===== config.mk =====
export PLATFORM = sky130hd
export DESIGN_NAME = hpt_regs
export DESIGN_NICKNAME = d
export VERILOG_FILES = /design/src/rtl/hpt_pkg.sv /design/src/rtl/hpt_regs.sv
export SDC_FILE = /design/constraint.sdc
export NUM_CORES = 1
export LEC_CHECK = 0
export CORE_MARGIN = 1
export CORE_UTILIZATION = 55
export CTS_CLUSTER_DIAMETER = 150
export DETAILED_ROUTE_END_ITERATION = 16
export DONT_BUFFER_PORTS = 1
export PLACE_DENSITY_LB_ADDON = 0.08
export RECOVER_POWER = 100
export SLEW_MARGIN = 30
export SYNTH_ARGS = -nofsm -noshare
export SYNTH_HDL_FRONTEND = slang
export SYNTH_SLANG_ARGS = --single-unit

===== constraint.sdc =====
create_clock -name clk -period 1.05 [get_ports clk]
set_input_delay 0.1575 -clock clk [delete_from_list [all_inputs] [get_ports clk]]
set_output_delay 0.1575 -clock clk [all_outputs]
set_load 0.05 [all_outputs]

===== src/rtl/hpt_pkg.sv =====
// Shared types and constants for the histogram percentile threshold unit.
// No dependencies; all files of the block but hpt_checker import it.
package hpt_pkg;

  localparam int RATIO_W    = 17;
  localparam int STRIDE_W   = 8;
  localparam int CFG_ADDR_W = 3;
  localparam int CFG_DATA_W = 32;
  localparam int FRAC_BITS  = 16;

  localparam logic [RATIO_W-1:0]  RATIO_ONE    = 17'h10000;
  localparam logic [RATIO_W-1:0]  RATIO_RESET  = 17'd21627;
  localparam logic [STRIDE_W-1:0] STRIDE_RESET = 8'd1;

  typedef enum logic {
    REG_RATIO  = 1'b0,
    REG_STRIDE = 1'b1
  } hpt_reg_t;

  typedef struct packed {
    logic pix_take;
    logic scan_start;
    logic scan_issue;
    logic finish;
  } hpt_cmd_t;

  typedef struct packed {
    logic scan_hit;
    logic out_free;
  } hpt_status_t;

endpackage


===== src/rtl/hpt_regs.sv =====
// Configuration registers behind the APB-style port: ratio and sample stride.
// Depends on hpt_pkg.
module hpt_regs (
  input  logic                              clk,
  input  logic                              rst,
  input  logic                              psel,
  input  logic                              penable,
  input  logic                              pwrite,
  input  logic [hpt_pkg::CFG_ADDR_W-1:0]    paddr,
  input  logic [hpt_pkg::CFG_DATA_W-1:0]    pwdata,
  output logic [hpt_pkg::CFG_DATA_W-1:0]    prdata,
  output logic                              pready,
  output logic [hpt_pkg::RATIO_W-1:0]       ratio_fraction,
  output logic [hpt_pkg::STRIDE_W-1:0]      sample_stride
);
  import hpt_pkg::*;

  hpt_reg_t sel;
  logic     wr_en;

  assign sel    = hpt_reg_t'(paddr[2]);
  assign pready = 1'b1;
  assign wr_en  = psel && penable && pwrite && pready;

  always_ff @(posedge clk) begin
    if (rst) begin
      ratio_fraction <= RATIO_RESET;
      sample_stride  <= STRIDE_RESET;
    end else if (wr_en) begin
      unique case (sel)
        REG_RATIO:  ratio_fraction <= pwdata[RATIO_W-1:0];
        REG_STRIDE: sample_stride  <= pwdata[STRIDE_W-1:0];
        default: ;
      endcase
    end
  end

  always_comb begin
    unique case (sel)
      REG_RATIO:  prdata = {{(CFG_DATA_W-RATIO_W){1'b0}}, ratio_fraction};
      REG_STRIDE: prdata = {{(CFG_DATA_W-STRIDE_W){1'b0}}, sample_stride};
      default:    prdata = '0;
    endcase
  end

endmodule


## After elaboration in Yosys (flattened, before gate mapping)

Cells that the tools add are included.

- Flip-flop bits (word level): 25
- Output and inout bits: 58
- Logic and storage cells: 8
- Bits in writable memories: 0
- Memories: 0
- Bits in read-only memories: 0
- Latch bits: 0

- Magnitude comparators: 0
- Shifts and indexed selects: 0
- Multiply operators: 0
- Equal/unequal tests: 0
- Reduce and logical (&&, ||, !) cells: 4
- Muxes and demuxes: 1
- Div/mod/pow operators: 0
- Add/sub/neg operators: 0
- Bitwise logic cells: 1

Operator list:

| kind | number |
|---|---|
| 32-bit one-hot mux with 2 select lines | 1 |
| 2-bit AND reduction | 2 |
| 1-bit logical AND | 2 |
| 1-bit inverter | 1 |

## Logic depth before layout (Yosys ltp)

- Depth in word-level cells: 3
- Mapped depth: 4
- Depth with buffers taken out: 2

## Worst setup path after synthesis

No wires, ideal clock.

- Path type: flip-flop to output port
- Start: reg ratio_fraction[8] in the netlist's numbering
- End: out prdata[8] in the netlist's numbering
- Arrival time: 1.410 ns
- Required time: 0.892 ns
- Cell stages (with the launch flop): 2
- Path slack: -0.518 ns
- Path buffers: 0
- Cell sequence: dfxtp_1 > nor2b_1

- Word-level cells in the longest chain between the ends: 1

Ends and longest elaborated chain:

| element | RTL line | source |
|---|---|---|
| from (decl) | hpt_regs.sv:13 | `output logic [hpt_pkg::RATIO_W-1:0] ratio_fraction,` |
| from (signal assigned) | hpt_regs.sv:31 | `REG_RATIO: ratio_fraction <= pwdata[RATIO_W-1:0];` |
| 32-bit one-hot mux with 2 select lines | hpt_regs.sv:39 | `unique case (sel)` |
| to (decl) | hpt_regs.sv:11 | `output logic [hpt_pkg::CFG_DATA_W-1:0] prdata,` |

Every way passes these cells. The select of a mux whose other input is x is not followed.

## Final worst setup path

- Start: reg ratio_fraction[1] in the netlist's numbering
- End: out prdata[1] in the netlist's numbering

Same word-level chain as after synthesis.

==> qor.csv <==
stage,metric,value,unit
floorplan,core area,2280,sq um
placed_design,hpwl dp,1880,microns
floorplan,initial core utilization,60.3,%
setup_path,Setup crit start,ratio_fraction[1],
setup_path,Critical R2R Launch,sample_stride[0],
timing,final setup violating endpoints,24,
setup_path,Worst path max stage delay,0.35,ns
route,Vias,1059,
logic_synthesis,syn_area_per_cell,9.46,sq um
setup_path,Crit Path Category,reg -> out,
route,Routed Antenna Nets,0,
setup_path,Top Family by Delay on Critical Path,flip-flops,
layout,"leading cell type in the layout, fill and taps excluded",nand2b_1,
placed_design,gpl congestion,0.674,
placed_design,number of port buffers,0,
grt,first-pass GRT wire length,4390,microns
power,worst vdd ir,1190,uV
clock_tree,Root Driver,clkbuf_4,
route,Iteration-0 DRC Markers,8,
grt,gr usage total,22.5,%
layout,Post-Layout Cell Count,211,
setup_path,Worst EP required,0.89,ns
logic_synthesis,Synth cell types,16,
flow_run,Max Cap Viol,0,
timing,setup repair after global routing missed its margin,yes,
layout,register area,527,sq um
grt,grt ovf,0,
setup_path,Setup crit start kind,register,
route,1st-pass router iterations,4,
grt,largest net degree at the start of global routing,31,
timing,crit path time final,1.18,ns
clock_tree,clock buffers created by TritonCTS,3,
timing,period utilization,112,%
power,total power per unit cell area,1070,nW/um^2
route,WL per Instance,15.1,microns
layout,Multi-input gate area,796,sq um
setup_path,crit-path cells,mux2_4,
layout,"Core Util, Final",80.9,%
grt,vias in the first global route,997,
floorplan,chip height,51.9,microns
logic_synthesis,register area share after synthesis,36.5,%
floorplan,die width,51.9,microns
setup_path,Bufs and invs on worst path,0,
logic_synthesis,synth warn,0,
outcome,status,"complete, but fails checks",
placed_design,dpl cells,189,
clock_tree,Num Clock Sinks,25,
layout,ratio of cells with drive above 1 in the final layout,39.9,%
logic_synthesis,synthesized cell area,1370,sq um
setup_path,worst-path cell with the longest stage delay,dfxtp_2,
clock_tree,H-tree depth,1,
clock_tree,clk buf depth,2,
layout,most frequent cells in the layout,"nand2b_1, mux2i_1, dfxtp_2",
timing,Final Hold Viols,0,
setup_path,CP endpoint kind,primary output,
timing,"Slew Viols, Final",0,
layout,fillers,152,
timing,Final Skew,0,ns
route,Remaining DRCs,0,
floorplan,# IOs,98,
layout,NumNets Final,224,
route,post-DR vias/cell,5.02,
outcome,failing checks,setup timing,
clock_tree,worst skew pair latency,0.31,ns
clock_tree,clk slew on worst S/H paths,0.14,ns
grt,initial antenna violation count,0,
timing,worst slew pin tran,0.556,ns
setup_path,critical-path maximum fanout,2,
layout,area delta synth->final,34.3,%
logic_synthesis,Gate Count Post-Synth,145,
power,P_leak,0.782,nW
min_path,HP Class,in -> reg,
setup_path,crit path DAT,1.02,ns
logic_synthesis,Yosys reg bits,25,
route,WL final,3190,microns
clock_tree,TritonCTS clock tree,yes,
layout,ANT cells,0,
min_path,HP Start,pwdata[7],
timing,Relative slew margins,63.0,%
floorplan,Die Area,2700,sq um
floorplan,row count,17,
timing,Fmax achieved,848,MHz
timing,final setup margin,-0.130,ns
## per-stage QoR
step	setup WS (ns)	cell area [sq um]	TNS, ns	total power [mW]	hold WS [ns]
5_1_grt	-0.158	1840	-2.80	2.03	0.00220
3_5_place_dp	0.118	1550	0	1.46	0.315
3_3_place_gp	0.172	1550	0	1.45	0.307
6_report	-0.130	1840	-1.92	1.97	0.000724
2_1_floorplan	-0.156	1480	-0.156	1.49	0.305
4_1_cts	-0.132	1760	-1.58	1.96	0.0000193
## power breakdown
group          switching, mW  internal [mW]  total (mW)
clock network          0.294          0.142       0.437
registers             0.0150          0.973       0.988
logic                  0.373          0.174       0.547
total                  0.682           1.29        1.97
## cells by family after synthesis
| logic type | count (synthesis) | share of synthesized area (%) |
|---|---|---|
| flip-flops | 25 | 36.5 |
| other | 2 | 0.548 |
| AND/OR/NAND/NOR | 59 | 24.6 |
| buffers and inverters | 26 | 13.5 |
| multiplexers | 33 | 24.8 |
## cell usage after synthesis
library cell   n  area, sq um
buf_4         17          128
buf_6          1         11.3
buf_2          4         20.0
and4_1         1         8.76
mux2_2         8         90.1
nand2b_1      28          175
nor2_1        19         71.3
buf_8          1         15.0
clkbuf_1       3         11.3
nand4_1        1         6.26
dfxtp_1       25          500
conb_1         2         7.51
and2b_1        8         60.1
nor2b_1        1         6.26
mux2i_1       25          250
and4b_1        1         10.0
## metal layers
metal	vias up	global-route usage, %	wire length, microns	part of all wire, %
li1	511	-	-	-
met1	493	24.5	1260	40
met2	51	41.2	1670	52
met3	4	7.02	235	7.4
met4	0	6.31	26	0.81
met5	-	0	0	0
## worst register-to-register path: stages, from the launching register on
cell,delay (ns)
dfxtp_2,0.35
clkbuf_2,0.28
nor2_1,0.09
mux2i_1,0.15
## area by class of cell
class	count	area share, %
sequential	25	28.6
clock buffer	3	1.22
tap	28	1.90
multi-input combinational	108	43.2
timing repair buffer	46	24.8
clock inverter	1	0.272
## final timing paths
path | endpoint | slack (ns) | cells past startpoint
min reg2reg | ratio_fraction[9] | 0.51 | 2
max | prdata[1] | -0.13 | 1
max reg2reg | sample_stride[0] | 0.12 | 3
min | sample_stride[7] | 0.0007 | 2
## registers in the layout, summed over array words and instances (netlist names)
signal / count
ratio_fraction: 17
sample_stride: 8
## repair_timing
action                     4_1_cts  5_1_grt
gates resized for setup         18       19
setup endpoints to repair       18       43
hold endpoints to repair        16        4
buffers inserted                 3        0
hold buffers                    12        3
No activity file was read; power rests on OpenSTA's default activity.
