==> config.mk <==
export PLATFORM = sky130hd
export DESIGN_NAME = hpt_ctrl
export DESIGN_NICKNAME = d
export VERILOG_FILES = /design/src/rtl/hpt_pkg.sv /design/src/rtl/hpt_ctrl.sv
export SDC_FILE = /design/constraint.sdc
export NUM_CORES = 1
export LEC_CHECK = 0
export BUFFER_PORTS_ARGS = -buffer_cell sky130_fd_sc_hd__buf_4
export CAP_MARGIN = 25
export CORE_AREA = 5 5 42 44
export DETAILED_ROUTE_END_ITERATION = 10
export DIE_AREA = 0 0 47 49
export GPL_TIMING_DRIVEN = 0
export MAX_ROUTING_LAYER = met4
export PLACE_DENSITY = 0.32
export SLEW_MARGIN = 20
export SYNTH_ARGS = -nofsm -noshare
export SYNTH_HDL_FRONTEND = slang
export SYNTH_SLANG_ARGS = --single-unit
==> constraint.sdc <==
create_clock -name clk -period 3.2 [get_ports clk]
set_clock_uncertainty 0.05 [all_clocks]
set_input_delay 0.8 -clock clk [delete_from_list [all_inputs] [get_ports clk]]
set_output_delay 0.8 -clock clk [all_outputs]
set_load 0.05 [all_outputs]
==> src/rtl/hpt_pkg.sv <==
// Shared types and constants for the histogram percentile threshold unit.
// No dependencies; all files of the block but hpt_checker import it.
package hpt_pkg;

  localparam int RATIO_W    = 17;
  localparam int STRIDE_W   = 8;
  localparam int CFG_ADDR_W = 3;
  localparam int CFG_DATA_W = 32;
  localparam int FRAC_BITS  = 16;

  localparam logic [RATIO_W-1:0]  RATIO_ONE    = 17'h10000;
  localparam logic [RATIO_W-1:0]  RATIO_RESET  = 17'd21627;
  localparam logic [STRIDE_W-1:0] STRIDE_RESET = 8'd1;

  typedef enum logic {
    REG_RATIO  = 1'b0,
    REG_STRIDE = 1'b1
  } hpt_reg_t;

  typedef struct packed {
    logic pix_take;
    logic scan_start;
    logic scan_issue;
    logic finish;
  } hpt_cmd_t;

  typedef struct packed {
    logic scan_hit;
    logic out_free;
  } hpt_status_t;

endpackage

==> src/rtl/hpt_ctrl.sv <==
// Controller of the threshold unit: pixel intake, drain, bin scan, result hand-off.
// Depends on hpt_pkg; drives the datapath through hpt_cmd_t.
module hpt_ctrl (
  input  logic                 clk,
  input  logic                 rst,
  input  logic                 in_valid,
  input  logic                 last_pixel,
  output logic                 in_stall,
  input  hpt_pkg::hpt_status_t status,
  output hpt_pkg::hpt_cmd_t    cmd
);
  import hpt_pkg::*;

  typedef enum logic [1:0] {
    ST_RUN,
    ST_DRAIN,
    ST_SCAN,
    ST_DONE
  } state_t;

  state_t state;

  always_comb begin
    cmd            = '0;
    cmd.pix_take   = (state == ST_RUN) && in_valid && !in_stall;
    cmd.scan_start = (state == ST_DRAIN);
    cmd.scan_issue = (state == ST_SCAN);
    cmd.finish     = (state == ST_DONE) && status.out_free;
  end

  always_ff @(posedge clk) begin
    if (rst) begin
      state    <= ST_RUN;
      in_stall <= 1'b0;
    end else begin
      unique case (state)
        ST_RUN: begin
          if (cmd.pix_take && last_pixel) begin
            state    <= ST_DRAIN;
            in_stall <= 1'b1;
          end
        end
        ST_DRAIN: begin
          state <= ST_SCAN;
        end
        ST_SCAN: begin
          if (status.scan_hit) begin
            state <= ST_DONE;
          end
        end
        ST_DONE: begin
          if (status.out_free) begin
            state    <= ST_RUN;
            in_stall <= 1'b0;
          end
        end
        default: begin
          state    <= ST_RUN;
          in_stall <= 1'b0;
        end
      endcase
    end
  end

endmodule

### After elaboration in Yosys (flattened, before gate mapping)

Cells that the tools add are included.

* muxes and demuxes: 7
* eq/ne operators: 6
* reductions and logical operators: 9

Operators by type and width (count)
* one-hot mux 2 bit (4 select lines): 1
* 2-to-1 mux 2 bit: 3
* AND reduction 3 bit: 2
* equality test 2 bit, second input constant: 2
* logical AND 1 bit: 4
* != test 2 bit, second input constant: 2
* equality test 2 x 1 -> 1 bit, second input constant: 1
* zero test 2 bit: 1
* 2-to-1 mux 1 bit: 2
* != test 2 x 1 -> 1 bit, second input constant: 1
* one-hot mux 1 bit (2 select lines): 1
* nonzero test 2 bit: 1
* zero test 1 bit: 1

* bits of input ports: 6
* flip-flop bits (word level): 3

### Depth between registers and ports, before layout

Gate-level depths: netlist (run 1).

* word-level depth: 6
* mapped depth: 4

### Worst setup path after synthesis (run 1)

No wires, ideal clock.

* path type: in2out
* start point: in in_valid
* end point: out cmd[3] (netlist name)
* arrival time: 1489 ps
* data required time: 2350 ps
* path buffers: 0
* path slack: 861 ps
* stages on the path: 2
* cells stage by stage: nand2_1 nor2_1

RTL lines
* start: declaration: RTL line hpt_ctrl.sv:6 `input logic in_valid,`
* end: declaration: RTL line hpt_ctrl.sv:10 `output hpt_pkg::hpt_cmd_t cmd`

==> flow_summary.ini, run 1 <==
[sta]
timing.slew.headroom_pct = 81.84
min_period_ns = 2.085
tightestPinTransition_ns = 0.2724
setup_viol = 0
rsz0062_at_grt = no
tns_ns = 0
timing.fmax_mhz = 479.7
drv_slew = 0
hold_viol_final = 0
fin_crit_sh_pct = 65.14

[pwr]
p_sw_share_pct = 46.83
p_sw_w = 0.0001464
p_int_w = 0.0001663
seqPwrFrac_pct = 20.4
pwr-share-clk_pct = 20.6
p_total_w = 0.0003127
pwr-share-comb_pct = 58.9
p_leak_nw = 0.1829
ir_worst_vdd_v = 0.0001934
p_per_area_nw_per_um2 = 912.1

[global_route]
antenna_found_initial = 0
grt_pass1_wl_um = 862
grt_max_degree = 6
grt-ovfl-total = 0
grt_pass1_vias = 220
grt_usage_pct = 5.343

[detailed_routing]
wl_per_cell_um = 8.625
drc = 0
vias = 211
drtPass1Iterations = 1
wl_um = 483
drt_iter0_drc = 0
viasPerCell = 3.768
antenna_left = 0

[die]
initial_core_util_pct = 15.80
dieArea_um2 = 2303
fp.dieH_um = 49
core-area_um2 = 1401
row_count = 14
io_pins = 11
dieWidth_um = 47

[clock_network]
cts_resized = 0
cts_tree = built
cts_max_path_buffers = 2
insertion_delay_ns = 0.23
clkTransAtPathRegs_ns = 0.04
hold_buffers = 0
postCtsSetupBuffers = 0
h-tree-depth = 1
cts_sinks = 3
numCtsBuffers = 3
cts_root_buf = clkbuf_4

[setup_path]
worstSetupPathType = flop to primary output
crit_required_ns = 2.35
reg2reg_to = state[0]$_SDFFE_PP0P_
cp-start-kind = flop
end_kind = primary output
r2r-start = state[0]$_SDFFE_PP0P_
regToRegSetupSlack_ns = 1.81
ff2ff_path_depth = 4
path_max_fanout = 5
cp.arrival_ns = 1.23

[placement]
place.gp.congestion = 0.6352
dpl.hpwl_um = 411.7
port_buffers = 10

[final_layout]
area_growth_pct = 54.80
n_fill_cell = 166
layout-drive-gt1-share_pct = 35.00
antennaDiodeCount = 0
fin_util_pct = 24.46
fin_nets = 51

[run]
cap_violations = 0

[min_path]
min_path_cells = 2
holdPathEnd = state[1]$_SDFFE_PP0P_
min_from = state[1]$_SDFFE_PP0P_
holdCritPathClass = flop to flop

[synthesis]
syn_inst = 26
ys_seq_area_share_pct = 27.12
synth_seq_cells = 3
synthDistinctLibCells = 14
netlist_area_um2 = 221.5
avgSynthCellArea_um2 = 8.518
yosys_warnings = 0
synth_fp_nets = 36

[status]
status = complete, no violations
-- how the worst max path moves through the flow --
stage / cells past startpoint / end / start / slack, ns
5_1_grt: 5 / cmd[3] / state[0]$_SDFFE_PP0P_ / 0.99
3_3_place_gp: 4 / cmd[3] / in_valid / 1.13
6_report: 5 / cmd[3] / state[0]$_SDFFE_PP0P_ / 1.12
2_1_floorplan: 2 / cmd[3] / in_valid / 0.86
3_5_place_dp: 4 / cmd[3] / in_valid / 1.12
4_1_cts: 5 / cmd[3] / state[0]$_SDFFE_PP0P_ / 1.09
-- state kept, by name, indices dropped and copies added, names as in the netlist --
register / flops
in_stall: 1
state: 2
-- power by group through the flow --
stage | clock [W] | sequential [W] | combinational, W
6_report | 0.0000645 | 0.0000639 | 0.000184
5_1_grt | 0.0000710 | 0.0000673 | 0.000203
4_1_cts | 0.0000693 | 0.0000645 | 0.000188
3_5_place_dp | 0 | 0.0000651 | 0.000188
3_3_place_gp | 0 | 0.0000642 | 0.000189
2_1_floorplan | 0 | 0.0000693 | 0.000137
-- synth_stat cells --
master	count	area [um2]
or3_1	1	6.260
dfxtp_1	3	60.06
mux2i_1	1	10.01
nand4b_1	1	8.760
a221oi_2	1	15.01
o21ai_0	1	5.000
nor2b_1	1	6.260
nand2_1	4	15.01
nor2_1	1	3.750
nand3b_1	1	7.510
ha_1	4	50.05
o211a_1	1	10.01
inv_1	5	18.77
a21oi_1	1	5.000
-- per-stage QoR --
step / instances / hold slack [ns] / cell area, um2 / worst slack (ns)
final: 56 / 0.4551 / 342.8 / 1.115
after global routing: 56 / 0.5065 / 342.8 / 0.9889
after CTS: 56 / 0.4649 / 342.8 / 1.086
after detailed placement: 52 / 0.4609 / 316.6 / 1.123
after global placement: 52 / 0.4473 / 316.6 / 1.135
after floorplan: 26 / 0.4177 / 221.5 / 0.8612
-- cell usage in the layout, fill, tap and decap left out, types with 3 or more instances in the layout --
| master | instances |
|---|---|
| dfxtp_1 | 3 |
| buf_4 | 10 |
| nand2_1 | 4 |
| clkbuf_4 | 3 |
| ha_1 | 4 |
| inv_1 | 5 |
-- worst max-delay path, cell delays in order (launching register included) --
cell and delay, ns:
dfxtp_1 0.33, inv_1 0.08, ha_1 0.24, nand2_1 0.07, nor2_1 0.08, buf_4 0.20
-- layout make-up --
type	count	area (um2)	share of cell area, %
Tap cell	16	20.02	5.839
Inverter	5	18.77	5.474
Clock buffer	4	26.28	7.664
Multi-Input combinational cell	18	142.6	41.61
Timing Repair Buffer	10	75.07	21.90
Sequential cell	3	60.06	17.52
-- metal layers --
metal  up-vias  routed length (um)  track usage (%)
met4         0                   0            4.147
met3         0                  48            1.107
met2         5                 239            6.561
met1        90                 195            7.253
met5         -                   0                -
li1        116                   -                -
-- logic make-up after synthesis --
family                     count (synthesis)  synth area share [%]
buffers and inverters                      5                 8.475
and+or+nand+nor                            9                 21.47
muxes                                      1                 4.520
DFF                                        3                 27.12
adders and majority gates                  4                 22.60
AOI/OAI and AO/OA                          4                 15.81
(Power assumes the default switching activity.)
==> run 2, diff against run 1 <==
--- a/config.mk
+++ b/config.mk
@@ -12,7 +12,7 @@
 export DIE_AREA = 0 0 47 49
 export GPL_TIMING_DRIVEN = 0
 export MAX_ROUTING_LAYER = met4
-export PLACE_DENSITY = 0.32
+export PLACE_DENSITY = 0.34
 export SLEW_MARGIN = 20
 export SYNTH_ARGS = -nofsm -noshare
 export SYNTH_HDL_FRONTEND = slang
==> constraint.sdc (replaced) <==
create_clock -name clk -period 1.9 [get_ports clk]
set_clock_uncertainty 0.05 [all_clocks]
set_input_delay 0.475 -clock clk [delete_from_list [all_inputs] [get_ports clk]]
set_output_delay 0.475 -clock clk [all_outputs]
set_load 0.05 [all_outputs]
==> run 2 against run 1 <==
  * Cell area did not move
  * Die area did not move
  * Flip-flop and latch count did not move
  * Total power rose by 68%
  * Largest cell class unchanged
  * Utilization did not move
  * Highest routed layer unchanged
  * First-iteration DRC count did not move
  * Non-clock buffer count did not move
  * Critical path depth did not move
  * Register-to-register slack got worse by 1.3 ns
  * Clock power rose by 67%
  * Via count rose by 2.8%
==> flow_summary.ini, run 2 (synthesis gave the netlist of run 1 again) <==
[die]
fp.dieH_um = 49
row_count = 14
core-area_um2 = 1401
io_pins = 11
dieArea_um2 = 2303
dieWidth_um = 47
initial_core_util_pct = 15.80

[final_layout]
regMostFlops = state
final_common_cell = buf_4
antennaDiodeCount = 0
largest_reg_flops = 2
final_cell_mix = buf_4 (10), inv_1 (5), nand2_1 (4), ha_1 (4)
area_growth_pct = 54.80
top_regs = state: 2 flops, in_stall: 1 flops
fin_nets = 51
n_fill_cell = 169
layout-drive-gt1-share_pct = 35.00
finalNonFillerCells = 56

[setup_path]
r2r-start = state[0]$_SDFFE_PP0P_
worstSetupPathType = flop to primary output
crit_required_ns = 1.37
startpoint = state[0]$_SDFFE_PP0P_
cp.arrival_ns = 1.25
end_kind = primary output
path_max_fanout = 5
cp-start-kind = flop
regToRegSetupSlack_ns = 0.50

[sta]
tns_ns = 0
drv_slew = 0
rsz0062_at_grt = no
hold_viol_final = 0
tightestPinTransition_ns = 0.2759
timing.slew.headroom_pct = 81.61
timing.fmax_mhz = 563.6
setup_viol = 0
fin_crit_sh_pct = 93.38
min_period_ns = 1.774

[min_path]
min_from = rst
holdCritPathClass = input port to flop

[global_route]
grt-ovfl-total = 0
grt_usage_pct = 5.335
grt_util_met2_pct = 8.597
grt_pass1_vias = 230
grtUsageMet1_pct = 4.595
gr-max-usage-layer = met2
grt_max_degree = 6
antenna_found_initial = 0
grt_pass1_wl_um = 841
use_met3_pct = 2.214

[pwr]
ir_worst_vdd_v = 0.0006343
p_leak_nw = 0.1829
p_per_area_nw_per_um2 = 1536

[placement]
port_buffers = 10
dpl.cell_count = 52
place.gp.congestion = 0.6520

[clock_network]
cts_tree = built
hold_buffers = 0
cts_max_path_buffers = 2
cts_root_buf = clkbuf_4
numCtsBuffers = 3
cts_sinks = 3
insertion_delay_ns = 0.23
h-tree-depth = 1
clkTransAtPathRegs_ns = 0.03
cts_resized = 0
postCtsSetupBuffers = 0

[detailed_routing]
antenna_left = 0
vias = 217
wl_um = 509
drtPass1Iterations = 1
drc = 0
wl_per_cell_um = 9.089
drt_iter0_drc = 0
viasPerCell = 3.875

[status]
status = complete, no violations

[run]
cap_violations = 0
==> run 2: cell counts in the layout (fill, tap and decap cells not counted) <==
Identical to the previous run, type by type.
==> run 2: worst max-delay path, cell delays in order (launching register included) <==
cell     delay (ns)
dfxtp_1        0.33
inv_1          0.09
ha_1           0.25
nand2_1        0.07
nor2_1         0.09
buf_4          0.20
==> run 2: area by class of cell <==
type / count / area (um2) / share of cell area [%]
Multi-Input combinational cell: 18 / 142.6 / 41.61
Tap cell: 16 / 20.02 / 5.839
Inverter: 5 / 18.77 / 5.474
Timing Repair Buffer: 10 / 75.07 / 21.90
Clock buffer: 4 / 26.28 / 7.664
Sequential cell: 3 / 60.06 / 17.52
==> run 2: routing by layer <==
metal / wire length (um) / vias up / share of wire [%]
met1: 197 / 98 / 39
met5: 0 / - / 0
met2: 295 / 2 / 58
li1: - / 117 / -
met3: 17 / 0 / 3.3
met4: 0 / 0 / 0
==> run 2: path summary, 6_finish.rpt <==
check                          end  depth (start not counted)
max                         cmd[3]                          5
min          in_stall$_SDFFE_PP0P_                          2
max reg2reg  state[0]$_SDFFE_PP0P_                          4
min reg2reg  state[1]$_SDFFE_PP0P_                          2
==> run 2: report_power, final <==
part | leakage (nW) | switching, W | internal [W]
Clock | 0.0150 | 0.0000294 | 0.0000785
Sequential | 0.0247 | 0.0000219 | 0.0000853
Combinational | 0.143 | 0.000197 | 0.000115
Total | 0.183 | 0.000248 | 0.000279
==> run 2: through the flow <==
stage                     hold WS [ns]  cell area (um2)  setup slack [ns]   power, W  utilization [%]
after global routing            0.3527            342.8           0.01058  0.0005715            24.46
after floorplan                 0.4177            221.5           0.06290  0.0003472                -
after global placement          0.4436            316.6            0.3666  0.0004264            22.59
final                           0.3640            342.8            0.1257  0.0005267            24.46
after CTS                       0.3558            342.8           0.09106  0.0005434            24.46
after detailed placement        0.4520            316.6            0.3463  0.0004271            22.59
